===== src/rtl/golay_18_6_8_header_decoder_assert.svh =====
// Assertion macros shared by the header decoder RTL.
// Depends on nothing; each macro takes its clock and active-low reset as arguments.
`ifndef GOLAY_18_6_8_HEADER_DECODER_ASSERT_SVH
`define GOLAY_18_6_8_HEADER_DECODER_ASSERT_SVH

// The consequent must hold in the same cycle as the antecedent.
`define GHD_ASSERT_SAME(label, clk, rst_n, ante, cons) \
    label: assert property (@(posedge clk) disable iff (!rst_n) (ante) |-> (cons)) \
        else $error("header decoder assertion failed");

// The consequent must hold in the cycle after the antecedent.
`define GHD_ASSERT_NEXT(label, clk, rst_n, ante, cons) \
    label: assert property (@(posedge clk) disable iff (!rst_n) (ante) |=> (cons)) \
        else $error("header decoder assertion failed");

`endif


===== src/rtl/ghd_pkg.sv =====
// Types, constants and the codeword function of the header decoder.
// Used by every module of the block; depends on nothing.
package ghd_pkg;

    localparam int WORD_W       = 18;
    localparam int HEXBIT_W     = 6;
    localparam int PARITY_W     = 12;
    localparam int DIST_W       = 5;
    localparam int CELLS        = 8;
    localparam int CANDS_PER_CELL = 8;
    localparam int GROUP_W      = 3;
    localparam int HEXBITS_KEPT = 8;
    localparam int FIELD_W      = HEXBIT_W * HEXBITS_KEPT;
    localparam int ALG_W        = 8;

    localparam logic [DIST_W-1:0] DIST_INIT = 5'd19;
    localparam logic [ALG_W-1:0]  UNENC_ALG_RESET = 8'd128;

    localparam logic [PARITY_W-1:0] PARITY_ROWS [HEXBIT_W] = '{
        12'hAE3, 12'hF92, 12'hD2B, 12'hC76, 12'hCD9, 12'h66D
    };

    typedef struct packed {
        logic [WORD_W-1:0]   rx;
        logic [HEXBIT_W-1:0] best;
        logic [DIST_W-1:0]   min_dist;
        logic                keep;
        logic                emit;
    } cell_bus_t;

    typedef struct packed {
        logic [HEXBIT_W-1:0] hexbit;
        logic                keep;
        logic                emit;
    } tail_bus_t;

    function automatic logic [WORD_W-1:0] make_codeword(input logic [HEXBIT_W-1:0] h);
        logic [PARITY_W-1:0] par;
        par = '0;
        for (int i = 0; i < HEXBIT_W; i++)
        begin
            if (h[HEXBIT_W-1-i])
            begin
                par = par ^ PARITY_ROWS[i];
            end
        end
        return {h, par};
    endfunction

endpackage


===== src/rtl/ghd_if.sv =====
// Handshake channels of the header decoder: received words in, header fields out.
// Depends on ghd_pkg for the field widths.
interface ghd_word_if;
    logic                         valid;
    logic                         ready;
    logic [ghd_pkg::WORD_W-1:0]   received_word;
    logic                         first;

    modport source (output valid, received_word, first, input ready);
    modport sink (input valid, received_word, first, output ready);
endinterface

interface ghd_hdr_if;
    logic        valid;
    logic        ready;
    logic [7:0]  manufacturer_id;
    logic [7:0]  algorithm_id;
    logic [15:0] key_id;
    logic [15:0] talkgroup;
    logic        encrypted;

    modport source (output valid, manufacturer_id, algorithm_id, key_id, talkgroup,
                    encrypted, input ready);
    modport sink (input valid, manufacturer_id, algorithm_id, key_id, talkgroup,
                  encrypted, output ready);
endinterface


===== src/rtl/ghd_cell.sv =====
// One search cell: compares a word against eight candidate codewords and passes it on.
// Depends on ghd_pkg.
module ghd_cell (
    input  logic                          clk,
    input  logic                          rst_n,
    input  logic                          advance,
    input  logic [ghd_pkg::GROUP_W-1:0]   group,
    input  logic                          prev_valid,
    input  ghd_pkg::cell_bus_t            prev_data,
    output logic                          valid_reg,
    output ghd_pkg::cell_bus_t            data_reg
);

    ghd_pkg::cell_bus_t data_next;

    always_comb
    begin
        logic [ghd_pkg::HEXBIT_W-1:0] h;
        logic [ghd_pkg::DIST_W-1:0]   d;
        data_next = prev_data;
        for (int j = 0; j < ghd_pkg::CANDS_PER_CELL; j++)
        begin
            h = {group, 3'(j)};
            d = ghd_pkg::DIST_W'($countones(ghd_pkg::make_codeword(h) ^ prev_data.rx));
            if (d < data_next.min_dist)
            begin
                data_next.min_dist = d;
                data_next.best     = h;
            end
        end
    end

    always_ff @(posedge clk or negedge rst_n)
    begin
        if (!rst_n)
        begin
            valid_reg <= 1'b0;
        end
        else if (advance)
        begin
            valid_reg <= prev_valid;
        end
    end

    always_ff @(posedge clk)
    begin
        if (advance)
        begin
            data_reg <= data_next;
        end
    end

endmodule


===== src/rtl/ghd_assembler.sv =====
// Collects the last eight hexbits of a header and holds the result item for the receiver.
// Depends on ghd_pkg, ghd_if and the assertion macro header.
`include "golay_18_6_8_header_decoder_assert.svh"

module ghd_assembler (
    input  logic                        clk,
    input  logic                        rst_n,
    input  logic                        tail_valid,
    input  ghd_pkg::tail_bus_t          tail_data,
    input  logic [ghd_pkg::ALG_W-1:0]   unencrypted_algid,
    output logic                        advance,
    ghd_hdr_if.source                   hdr
);

    logic [ghd_pkg::FIELD_W-1:0] field_hexbits_reg;
    logic [ghd_pkg::FIELD_W-1:0] field_hexbits_next;
    logic                        out_valid_reg;
    logic                        load;

    assign advance = !(out_valid_reg && !hdr.ready && tail_valid && tail_data.emit);
    assign load = advance && tail_valid && tail_data.emit;

    always_comb
    begin
        field_hexbits_next = field_hexbits_reg;
        if (tail_valid && tail_data.keep)
        begin
            field_hexbits_next = {field_hexbits_reg[ghd_pkg::FIELD_W-ghd_pkg::HEXBIT_W-1:0],
                                  tail_data.hexbit};
        end
    end

    always_ff @(posedge clk or negedge rst_n)
    begin
        if (!rst_n)
        begin
            field_hexbits_reg <= '0;
            out_valid_reg     <= 1'b0;
        end
        else
        begin
            if (advance)
            begin
                field_hexbits_reg <= field_hexbits_next;
            end
            if (load)
            begin
                out_valid_reg <= 1'b1;
            end
            else if (hdr.ready)
            begin
                out_valid_reg <= 1'b0;
            end
        end
    end

    always_ff @(posedge clk)
    begin
        if (load)
        begin
            hdr.manufacturer_id <= field_hexbits_next[47:40];
            hdr.algorithm_id    <= field_hexbits_next[39:32];
            hdr.key_id          <= field_hexbits_next[31:16];
            hdr.talkgroup       <= field_hexbits_next[15:0];
            hdr.encrypted       <= (field_hexbits_next[39:32] != unencrypted_algid);
        end
    end

    assign hdr.valid = out_valid_reg;

    `GHD_ASSERT_NEXT(a_load_shows_item, clk, rst_n, load, out_valid_reg)
    `GHD_ASSERT_SAME(a_no_overwrite, clk, rst_n, out_valid_reg && !hdr.ready, !load)
    `GHD_ASSERT_NEXT(a_hold_item, clk, rst_n, out_valid_reg && !hdr.ready, out_valid_reg && $stable(hdr.talkgroup))

endmodule


===== src/rtl/golay_18_6_8_header_decoder.sv =====
// Top level of the shortened Golay (18,6,8) header decoder.
// Depends on ghd_pkg, ghd_if, ghd_cell, ghd_assembler and the assertion macro header.
//
// Channel rx carries one 18-bit received word per item, first on-air bit in bit 17,
// plus a first flag that starts a header. Channel hdr carries one item per complete
// header of WORDS_PER_HEADER words: manufacturer, algorithm, key, talkgroup and an
// encrypted flag. Words with first low outside a header are dropped.
// wr_en and wr_data write the algorithm id that means no encryption.
// Each word is decoded by a row of eight search cells, each checking eight of the
// 64 candidates and registering its best match, so one item is taken every cycle unless hdr stalls the row.
// After its last word is accepted, the header item moves through the row: the first
// cell loads at the accepting edge, seven more cell stages follow, then the output register.
// Reset empties the cell row and the output, sets the block to wait for a first flag
// and sets the unencrypted algorithm id to 128.
// While a header item waits on hdr, the row keeps moving until the next header item
// reaches its end; only then does rx.ready go low, and it stays low until hdr.ready.
`include "golay_18_6_8_header_decoder_assert.svh"

module golay_18_6_8_header_decoder #(
    parameter int WORDS_PER_HEADER = 20
) (
    input  logic                       clk,
    input  logic                       rst_n,
    input  logic                       wr_en,
    input  logic [ghd_pkg::ALG_W-1:0]  wr_data,
    ghd_word_if.sink                   rx,
    ghd_hdr_if.source                  hdr
);

    localparam int CNT_W     = $clog2(WORDS_PER_HEADER + 1);
    localparam int KEEP_FROM = WORDS_PER_HEADER - ghd_pkg::HEXBITS_KEPT;

    logic [CNT_W-1:0]          count_reg;
    logic [CNT_W-1:0]          count_next;
    logic [CNT_W-1:0]          count_base;
    logic [ghd_pkg::ALG_W-1:0] unenc_alg_reg;
    logic                      advance;
    logic                      accept;
    logic                      take;

    logic                      chain_valid [ghd_pkg::CELLS+1];
    ghd_pkg::cell_bus_t        chain_data  [ghd_pkg::CELLS+1];
    ghd_pkg::tail_bus_t        tail_data;

    assign rx.ready = advance;
    assign accept = rx.valid && rx.ready;

    always_comb
    begin
        count_base = rx.first ? '0 : count_reg;
        take = accept && (rx.first || (count_reg < CNT_W'(WORDS_PER_HEADER)));
        count_next = take ? (count_base + CNT_W'(1)) : count_reg;
    end

    assign chain_valid[0]         = take;
    assign chain_data[0].rx       = rx.received_word;
    assign chain_data[0].best     = '0;
    assign chain_data[0].min_dist = ghd_pkg::DIST_INIT;
    assign chain_data[0].keep     = (count_base >= CNT_W'(KEEP_FROM));
    assign chain_data[0].emit     = (count_base == CNT_W'(WORDS_PER_HEADER - 1));

    always_ff @(posedge clk or negedge rst_n)
    begin
        if (!rst_n)
        begin
            count_reg     <= CNT_W'(WORDS_PER_HEADER);
            unenc_alg_reg <= ghd_pkg::UNENC_ALG_RESET;
        end
        else
        begin
            count_reg <= count_next;
            if (wr_en)
            begin
                unenc_alg_reg <= wr_data;
            end
        end
    end

    for (genvar i = 0; i < ghd_pkg::CELLS; i++)
    begin : g_cell
        ghd_cell u_cell (
            .clk        (clk),
            .rst_n      (rst_n),
            .advance    (advance),
            .group      (ghd_pkg::GROUP_W'(i)),
            .prev_valid (chain_valid[i]),
            .prev_data  (chain_data[i]),
            .valid_reg  (chain_valid[i+1]),
            .data_reg   (chain_data[i+1])
        );
    end

    assign tail_data.hexbit = chain_data[ghd_pkg::CELLS].best;
    assign tail_data.keep   = chain_data[ghd_pkg::CELLS].keep;
    assign tail_data.emit   = chain_data[ghd_pkg::CELLS].emit;

    ghd_assembler u_assembler (
        .clk               (clk),
        .rst_n             (rst_n),
        .tail_valid        (chain_valid[ghd_pkg::CELLS]),
        .tail_data         (tail_data),
        .unencrypted_algid (unenc_alg_reg),
        .advance           (advance),
        .hdr               (hdr)
    );

    `GHD_ASSERT_NEXT(a_first_restarts, clk, rst_n, accept && rx.first, count_reg == CNT_W'(1))
    `GHD_ASSERT_NEXT(a_idle_drops, clk, rst_n, accept && !rx.first && (count_reg >= CNT_W'(WORDS_PER_HEADER)), !chain_valid[1] && $stable(count_reg))
    `GHD_ASSERT_SAME(a_count_bound, clk, rst_n, 1'b1, count_reg <= CNT_W'(WORDS_PER_HEADER))

endmodule

===== src/flat_wrapper.sv =====
// flat-port wrapper written by rule: the top's interface ports become plain ports
module golay_18_6_8_header_decoder_flat 
#(
    parameter int WORDS_PER_HEADER = 20
)
  (clk, rst_n, wr_en, wr_data, rx_valid, rx_received_word, rx_first, rx_ready, hdr_valid, hdr_manufacturer_id, hdr_algorithm_id, hdr_key_id, hdr_talkgroup, hdr_encrypted, hdr_ready);
  ghd_word_if rx_i ();
  ghd_hdr_if hdr_i ();
  input  logic clk;
  input  logic rst_n;
  input  logic wr_en;
  input  logic [ghd_pkg::ALG_W-1:0] wr_data;
  input wire logic [$bits(rx_i.valid)-1:0] rx_valid;
  input wire logic [$bits(rx_i.received_word)-1:0] rx_received_word;
  input wire logic [$bits(rx_i.first)-1:0] rx_first;
  output wire logic [$bits(rx_i.ready)-1:0] rx_ready;
  output wire logic [$bits(hdr_i.valid)-1:0] hdr_valid;
  output wire logic [$bits(hdr_i.manufacturer_id)-1:0] hdr_manufacturer_id;
  output wire logic [$bits(hdr_i.algorithm_id)-1:0] hdr_algorithm_id;
  output wire logic [$bits(hdr_i.key_id)-1:0] hdr_key_id;
  output wire logic [$bits(hdr_i.talkgroup)-1:0] hdr_talkgroup;
  output wire logic [$bits(hdr_i.encrypted)-1:0] hdr_encrypted;
  input wire logic [$bits(hdr_i.ready)-1:0] hdr_ready;
  assign rx_i.valid = rx_valid;
  assign rx_i.received_word = rx_received_word;
  assign rx_i.first = rx_first;
  assign rx_ready = rx_i.ready;
  assign hdr_valid = hdr_i.valid;
  assign hdr_manufacturer_id = hdr_i.manufacturer_id;
  assign hdr_algorithm_id = hdr_i.algorithm_id;
  assign hdr_key_id = hdr_i.key_id;
  assign hdr_talkgroup = hdr_i.talkgroup;
  assign hdr_encrypted = hdr_i.encrypted;
  assign hdr_i.ready = hdr_ready;
  golay_18_6_8_header_decoder #(.WORDS_PER_HEADER(WORDS_PER_HEADER)) u_core (.clk(clk), .rst_n(rst_n), .wr_en(wr_en), .wr_data(wr_data), .rx(rx_i), .hdr(hdr_i));
endmodule

===== config.mk =====
export PLATFORM = sky130hd
export DESIGN_NAME = golay_18_6_8_header_decoder_flat
export DESIGN_NICKNAME = d
export VERILOG_FILES = /design/src/rtl/ghd_pkg.sv /design/src/rtl/ghd_if.sv /design/src/rtl/ghd_cell.sv /design/src/rtl/ghd_assembler.sv /design/src/rtl/golay_18_6_8_header_decoder.sv /design/src/flat_wrapper.sv
export VERILOG_INCLUDE_DIRS = /design/src /design/src/rtl
export SDC_FILE = /design/constraint.sdc
export NUM_CORES = 2
export LEC_CHECK = 0
export CAP_MARGIN = 20
export CORE_AREA = 5 5 315 317
export DETAILED_ROUTE_END_ITERATION = 10
export DIE_AREA = 0 0 320 322
export DONT_BUFFER_PORTS = 1
export GPL_TIMING_DRIVEN = 0
export PLACE_DENSITY = 0.7
export SYNTH_ARGS = -nofsm -noshare
export SYNTH_HDL_FRONTEND = slang
export SYNTH_SLANG_ARGS = --single-unit

===== constraint.sdc =====
create_clock -name clk -period 18.2 [get_ports clk]
set_clock_uncertainty 0.15 [all_clocks]
set_input_delay 5.46 -clock clk [delete_from_list [all_inputs] [get_ports clk]]
set_output_delay 5.46 -clock clk [all_outputs]
set_load 0.02 [all_outputs]

== After elaboration in Yosys (flattened, before gate mapping) ==
Index checks and enable logic that the tools add are counted.

* Bits in registers: 341
* Input bits: 32
* Output and inout bits: 51
* Logic and storage cells: 1312

* $add $sub $neg: 1001
* $lt $le $gt $ge: 66
* Eq/ne operators: 2
* Mux-type cells: 67
* Bitwise operators: 63
* Reduce and logical (&&, ||, !) cells: 35

{| class="wikitable"
|+ Operators by type and width
! kind !! number
|-
| adder 1 x 1 -> 2 bit || 490
|-
| adder 2 x 2 -> 3 bit || 254
|-
| inverter 8 bit || 45
|-
| adder 3 x 3 -> 4 bit || 85
|-
| adder 5 x 2 -> 5 bit || 63
|-
| < comparator 5 bit || 63
|-
| two-way mux 8 bit || 31
|-
| inverter 12 bit || 18
|-
| adder 4 x 4 -> 5 bit || 34
|-
| adder 5 bit || 23
|-
| two-way mux 7 bit || 16
|-
| adder 5 x 3 -> 5 bit || 19
|-
| adder 3 x 5 -> 5 bit || 15
|-
| OR reduction 8 bit || 7
|-
| two-way mux 48 bit || 1
|-
| two-way mux 6 bit || 8
|-
| adder 4 x 5 -> 5 bit || 9
|-
| two-way mux 5 bit || 9
|-
| adder 5 x 4 -> 5 bit || 8
|-
| OR reduction 4 bit || 8
|-
| OR reduction 2 bit || 8
|-
| < comparator 5 bit, second input constant || 2
|-
| logical AND 1 bit || 8
|-
| inequality test 8 bit || 1
|-
| other kinds (7) || 9
|}

== Longest topological paths before layout ==
* Depth in word-level cells: 22
* Depth in mapped cells: 78
* Depth with buffers taken out: 74

== By module ==
Synthesis repeated with hierarchy kept, for this count alone.

* Cell total of the unflattened synthesis: 5484
* Area total of the unflattened synthesis: 58432.3 um2

{| class="wikitable"
|+ By module, submodules not included
! module !! instances !! cells each !! area an instance (um2) !! seq. area each (um2)
|-
| ghd_cell at u_core.g_cell[0].u_cell ... || 4 || 650 || 6697.7 || 955.9
|-
| ghd_cell at u_core.g_cell[6].u_cell || 1 || 680 || 6961.7 || 955.9
|-
| ghd_cell at u_core.g_cell[7].u_cell || 1 || 663 || 6809.0 || 955.9
|-
| ghd_cell at u_core.g_cell[5].u_cell || 1 || 647 || 6605.1 || 955.9
|-
| ghd_cell at u_core.g_cell[3].u_cell || 1 || 607 || 6429.9 || 955.9
|-
| ghd_assembler || 1 || 239 || 4240.3 || 2697.6
|-
| golay_18_6_8_header_decoder || 1 || 48 || 595.6 || 329.1
|}

== Worst setup path before layout ==
Ideal clock, no wire load.

* Path kind: in2reg
* Start: in rx_received_word[8]
* End: reg u_core.g_cell[0].u_cell.data_reg[6] (netlist bit) (data pin)
* Setup time: 0.260 ns
* Arrival time: 17.933 ns
* Data required time: 17.790 ns
* Slack: -0.143 ns
* Stages: 62
* Path buffers: 3
* Path through: ha_1 inv_1 fa_1 inv_1 ha_1 fa_1 inv_1 fa_1 fa_1 inv_1 fa_1 a21o_1 a21oi_1 xnor2_1 o21ai_0 nor2b_1 ha_1 a21o_1 (+26 left out) o21ai_1 o21ai_0 ha_1 a21oi_1 nor2b_1 o21ai_0 nand2b_1 a41oi_1 a21oi_1 mux2_2 ha_1 o21ai_0 nand2b_1 a21oi_1 nor2_1 o41a_1 clkbuf_1 mux2_2

{| class="wikitable"
|+ RTL lines
! item !! RTL line !! text
|-
| start: declaration || flat_wrapper.sv:14 || <nowiki>input wire logic [$bits(rx_i.received_word)-1:0] rx_received_word;</nowiki>
|-
| end signal: assignment || ghd_cell.sv:49 || <nowiki>data_reg <= data_next;</nowiki>
|-
| end: declaration || ghd_cell.sv:11 || <nowiki>output ghd_pkg::cell_bus_t data_reg</nowiki>
|}

==> qor.txt <==
STA
-------------------------------------------------------------------------------------
Least-Margin Pin Slew ..................................................    0.7411 ns
Setup repair after global routing missed its margin ....................         true
Final worst path period share ..........................................       97.18%
Final hold violations ..................................................            0
Top achievable clock speed .............................................    56.54 MHz
Smallest setup slack after layout ......................................    0.5134 ns
Minimum clock period after layout ......................................     17.69 ns
Final setup violation count ............................................            0
Relative slew slack ....................................................       50.60%
Final number of max-transition violations ..............................            0

FLOORPLAN
-------------------------------------------------------------------------------------
Number of standard-cell rows in the floorplan ..........................          114
Io pins ................................................................           83
Chip Width .............................................................       320 um
Die Area ...............................................................   0.1030 mm2
CORE AREA ..............................................................  0.09599 mm2
Die Ht .................................................................       322 um
Initial core utilization ...............................................       54.65%

CRITICAL PATH
-------------------------------------------------------------------------------------
CP Class ............................................................... input port to flip-flop
Critical Path Fanout Max ...............................................           10
Most numerous cell on the critical path ................................ sky130_fd_sc_hd__ha_1
Minimum setup slack among reg-to-reg paths .............................      1.17 ns
Critical Path RT .......................................................     18.36 ns
Worst R2R End .......................................................... u_core.g_cell[3].u_cell.data_reg[3]
Biggest cell delay along the critical path .............................      0.53 ns
Number of cells on the worst reg-to-reg path ...........................           64
Critical R2R Launch .................................................... u_core.g_cell[2].u_cell.data_reg[24]
Critical path capture point type .......................................    flip-flop
Crit-path slowest cell ................................................. sky130_fd_sc_hd__fa_1
CP arrival .............................................................     17.85 ns
CP startpoint kind .....................................................   input port

JOB
-------------------------------------------------------------------------------------
Max Cap Viol ...........................................................            0

FINISH
-------------------------------------------------------------------------------------
Antenna cells ..........................................................            0
Non-Filler Instances ...................................................         6348
Final core utilization .................................................       58.09%
Net count of the finished layout .......................................         6579
Share of post-route cells with drive strength above 1 ..................       7.098%
Cell area after layout .................................................  0.05576 mm2
Max FFs per register ...................................................          218
Area overhead of the layout relative to synthesis ......................       6.287%

CLOCK TREE
-------------------------------------------------------------------------------------
Clock tree from TritonCTS ..............................................         done
Clock sink count .......................................................          337
Cts bufs inserted ......................................................           38
CTS clock-pin slew for the worst setup and hold paths ..................      0.06 ns
Maximum clock path buffer count ........................................            3
Depth of the CTS H-tree ................................................            2
Insertion delay to the later sink of the worst-skew pair ...............      0.57 ns
Clock root buffer ...................................................... sky130_fd_sc_hd__clkbuf_16

SYNTH
-------------------------------------------------------------------------------------
Synth cell types .......................................................          118
Post-synth top area cell ............................................... sky130_fd_sc_hd__fa_1
Post-synthesis sequential area ratio ...................................       18.63%
Number of enable-type register cells in the synthesized netlist ........          267
Syn Inst Count .........................................................         4991
Seq cells post-synth ...................................................          337
Post-synthesis area per instance .......................................    10.51 um2
Top cells by area in the synthesized netlist ........................... sky130_fd_sc_hd__fa_1, sky130_fd_sc_hd__ha_1, sky130_fd_sc_hd__edfxtp_1
Fraction of synthesized cell area taken by the top area cell type ......       28.62%
Async SR Flop Fraction .................................................       20.77%
Number of warnings reported in the yosys synthesis log .................            0
Summed instance area of the synthesized netlist ........................  0.05246 mm2
Synth Flop Type ........................................................ sky130_fd_sc_hd__edfxtp_1
Mapped Nets ............................................................         6527

GLOBAL ROUTING
-------------------------------------------------------------------------------------
Total global-route track usage .........................................       23.58%
Global-route wire length before repair .................................    196400 um
Number of antenna violations at the first check in global routing ......            0
Via count of the first global-routing pass .............................        37510
Maximum number of pins on one net before global-route repair ...........           73
Leftover overflow at the end of global routing .........................            0

HOLD PATH
-------------------------------------------------------------------------------------
Path class of the lowest-slack min-delay path .......................... flip-flop to flip-flop
Startpoint of the lowest-slack hold path ............................... u_core.g_cell[4].u_cell.data_reg[1]
Worst hold path depth ..................................................            0
Worst-case hold path end point ......................................... u_core.g_cell[5].u_cell.data_reg[1]

DRT
-------------------------------------------------------------------------------------
Number of antenna-violating nets in the routed design ..................            0
Count of routing violations after the opening detailed-route iteration .         1953
Per-cell routed wire length ............................................     18.85 um
Count of TritonRoute iterations in the first routing pass ..............            6
Routed vias/inst .......................................................        5.595
# DRC ..................................................................            0
Drt total wl ...........................................................    119700 um
Total number of vias ...................................................        35520

PLACED DESIGN
-------------------------------------------------------------------------------------
GP Congestion ..........................................................       0.8974
DP Cell Count ..........................................................         6271
Area post-placement ....................................................  0.05417 mm2
# port buffers .........................................................            0
Sum of net half-perimeters after detailed placement ....................    100700 um
Setup slack at placement ...............................................    -1.763 ns

STATUS
-------------------------------------------------------------------------------------
Run status .............................................................    completed

==> timing repair <==
item | 4_1_cts | 5_1_grt
pin swaps | 1 | 9
buffers inserted | 3 | 7
hold buffers | 0 | 0
gates resized for setup | 17 | 44
endpoints found under the setup margin | 8 | 27
==> layout by cell type, fill, tap and decap left out, types with 37 or more instances in the layout <==
cell,n
sky130_fd_sc_hd__nand2_1,186
sky130_fd_sc_hd__xor2_1,55
sky130_fd_sc_hd__dfrtp_1,67
sky130_fd_sc_hd__clkbuf_16,39
sky130_fd_sc_hd__nand2b_1,44
sky130_fd_sc_hd__nor2b_1,59
sky130_fd_sc_hd__xnor2_1,117
sky130_fd_sc_hd__fa_1,750
sky130_fd_sc_hd__a21o_1,151
sky130_fd_sc_hd__o21ai_0,159
sky130_fd_sc_hd__edfxtp_1,267
sky130_fd_sc_hd__nor2_1,165
sky130_fd_sc_hd__mux2i_1,87
sky130_fd_sc_hd__nor3_1,48
sky130_fd_sc_hd__o21a_1,37
sky130_fd_sc_hd__a21oi_1,253
sky130_fd_sc_hd__mux2_2,139
sky130_fd_sc_hd__ha_1,751
sky130_fd_sc_hd__inv_1,1047
==> through the flow <==
| stage | hold slack [ns] | setup TNS (ns) |
|---|---|---|
| floorplan | 0.2503 | 0 |
| global placement | 0.2541 | -13.25 |
| detailed placement | 0.2545 | -12.53 |
| CTS | 0.2645 | 0 |
| global route | 0.2623 | -0.1250 |
| finish | 0.2650 | 0 |
==> critical path: cells and delay by family <==
kind	cells	cell delay (ns)
adders and majority gates	15	5.45
AOI/OAI and AO/OA	24	4.19
muxes	4	1.08
and+or+nand+nor	9	1.07
buffers and inverters	4	0.45
xor gates and xnor gates	1	0.13
==> layer usage <==
layer  part of all wire, %  global-route usage [%]
met1                    43                   31.09
met4                   3.4                   7.007
met3                   5.4                   3.783
met5                     0                       0
met2                    49                   40.50
==> cell usage after synthesis, drive strengths merged (17+ instances only) <==
cell type	count
nand2	186
nand3	28
nor3	51
and2	19
o22ai	17
a31o	20
xnor2	118
inv	1048
a31oi	31
fa	750
edfxtp	267
a21oi	264
o21ai	193
dfrtp	67
o21bai	19
a21o	154
mux2i	98
clkbuf	34
xor2	55
ha	754
mux2	144
nor2b	62
o21a	38
or2	19
nand2b	44
o211ai	27
a211oi	28
and3	17
nor2	171
==> worst max path at each step <==
| stage | end | slack (ns) | start |
|---|---|---|---|
| floorplan | u_core.g_cell[0].u_cell.data_reg[6] | 0.02 | rx_received_word[8] |
| global placement | rx_ready | -2.52 | hdr_ready |
| detailed placement | u_core.g_cell[0].u_cell.data_reg[6] | -1.76 | rx_received_word[8] |
| CTS | u_core.g_cell[0].u_cell.data_reg[2] | 0.005 | rx_received_word[8] |
| global route | u_core.g_cell[0].u_cell.data_reg[5] | -0.04 | rx_received_word[9] |
| finish | u_core.g_cell[0].u_cell.data_reg[2] | 0.51 | rx_received_word[14] |
==> cell families after synthesis <==
logic type | share of synthesized area (%)
xor gates and xnor gates | 2.888
DFF | 18.63
AOI/OAI and AO/OA | 12.29
muxes | 5.059
buffers and inverters | 7.887
adders and majority gates | 46.89
and+or+nand+nor | 6.359
==> final cells by class <==
| class | instances | area (um2) |
|---|---|---|
| buffer | 43 | 206.4 |
| clock buffer | 47 | 1046 |
| clock inverter | 22 | 230.2 |
| fill | 7987 | 40240 |
| inverter | 1048 | 3934 |
| multi-input combinational | 3560 | 38790 |
| sequential | 337 | 9773 |
| tap | 1276 | 1597 |
| timing repair buffer | 15 | 182.7 |
Power is left out: the tool's default activity adds up to more than one toggle a clock period on the data nets, which glitch-free logic cannot reach.
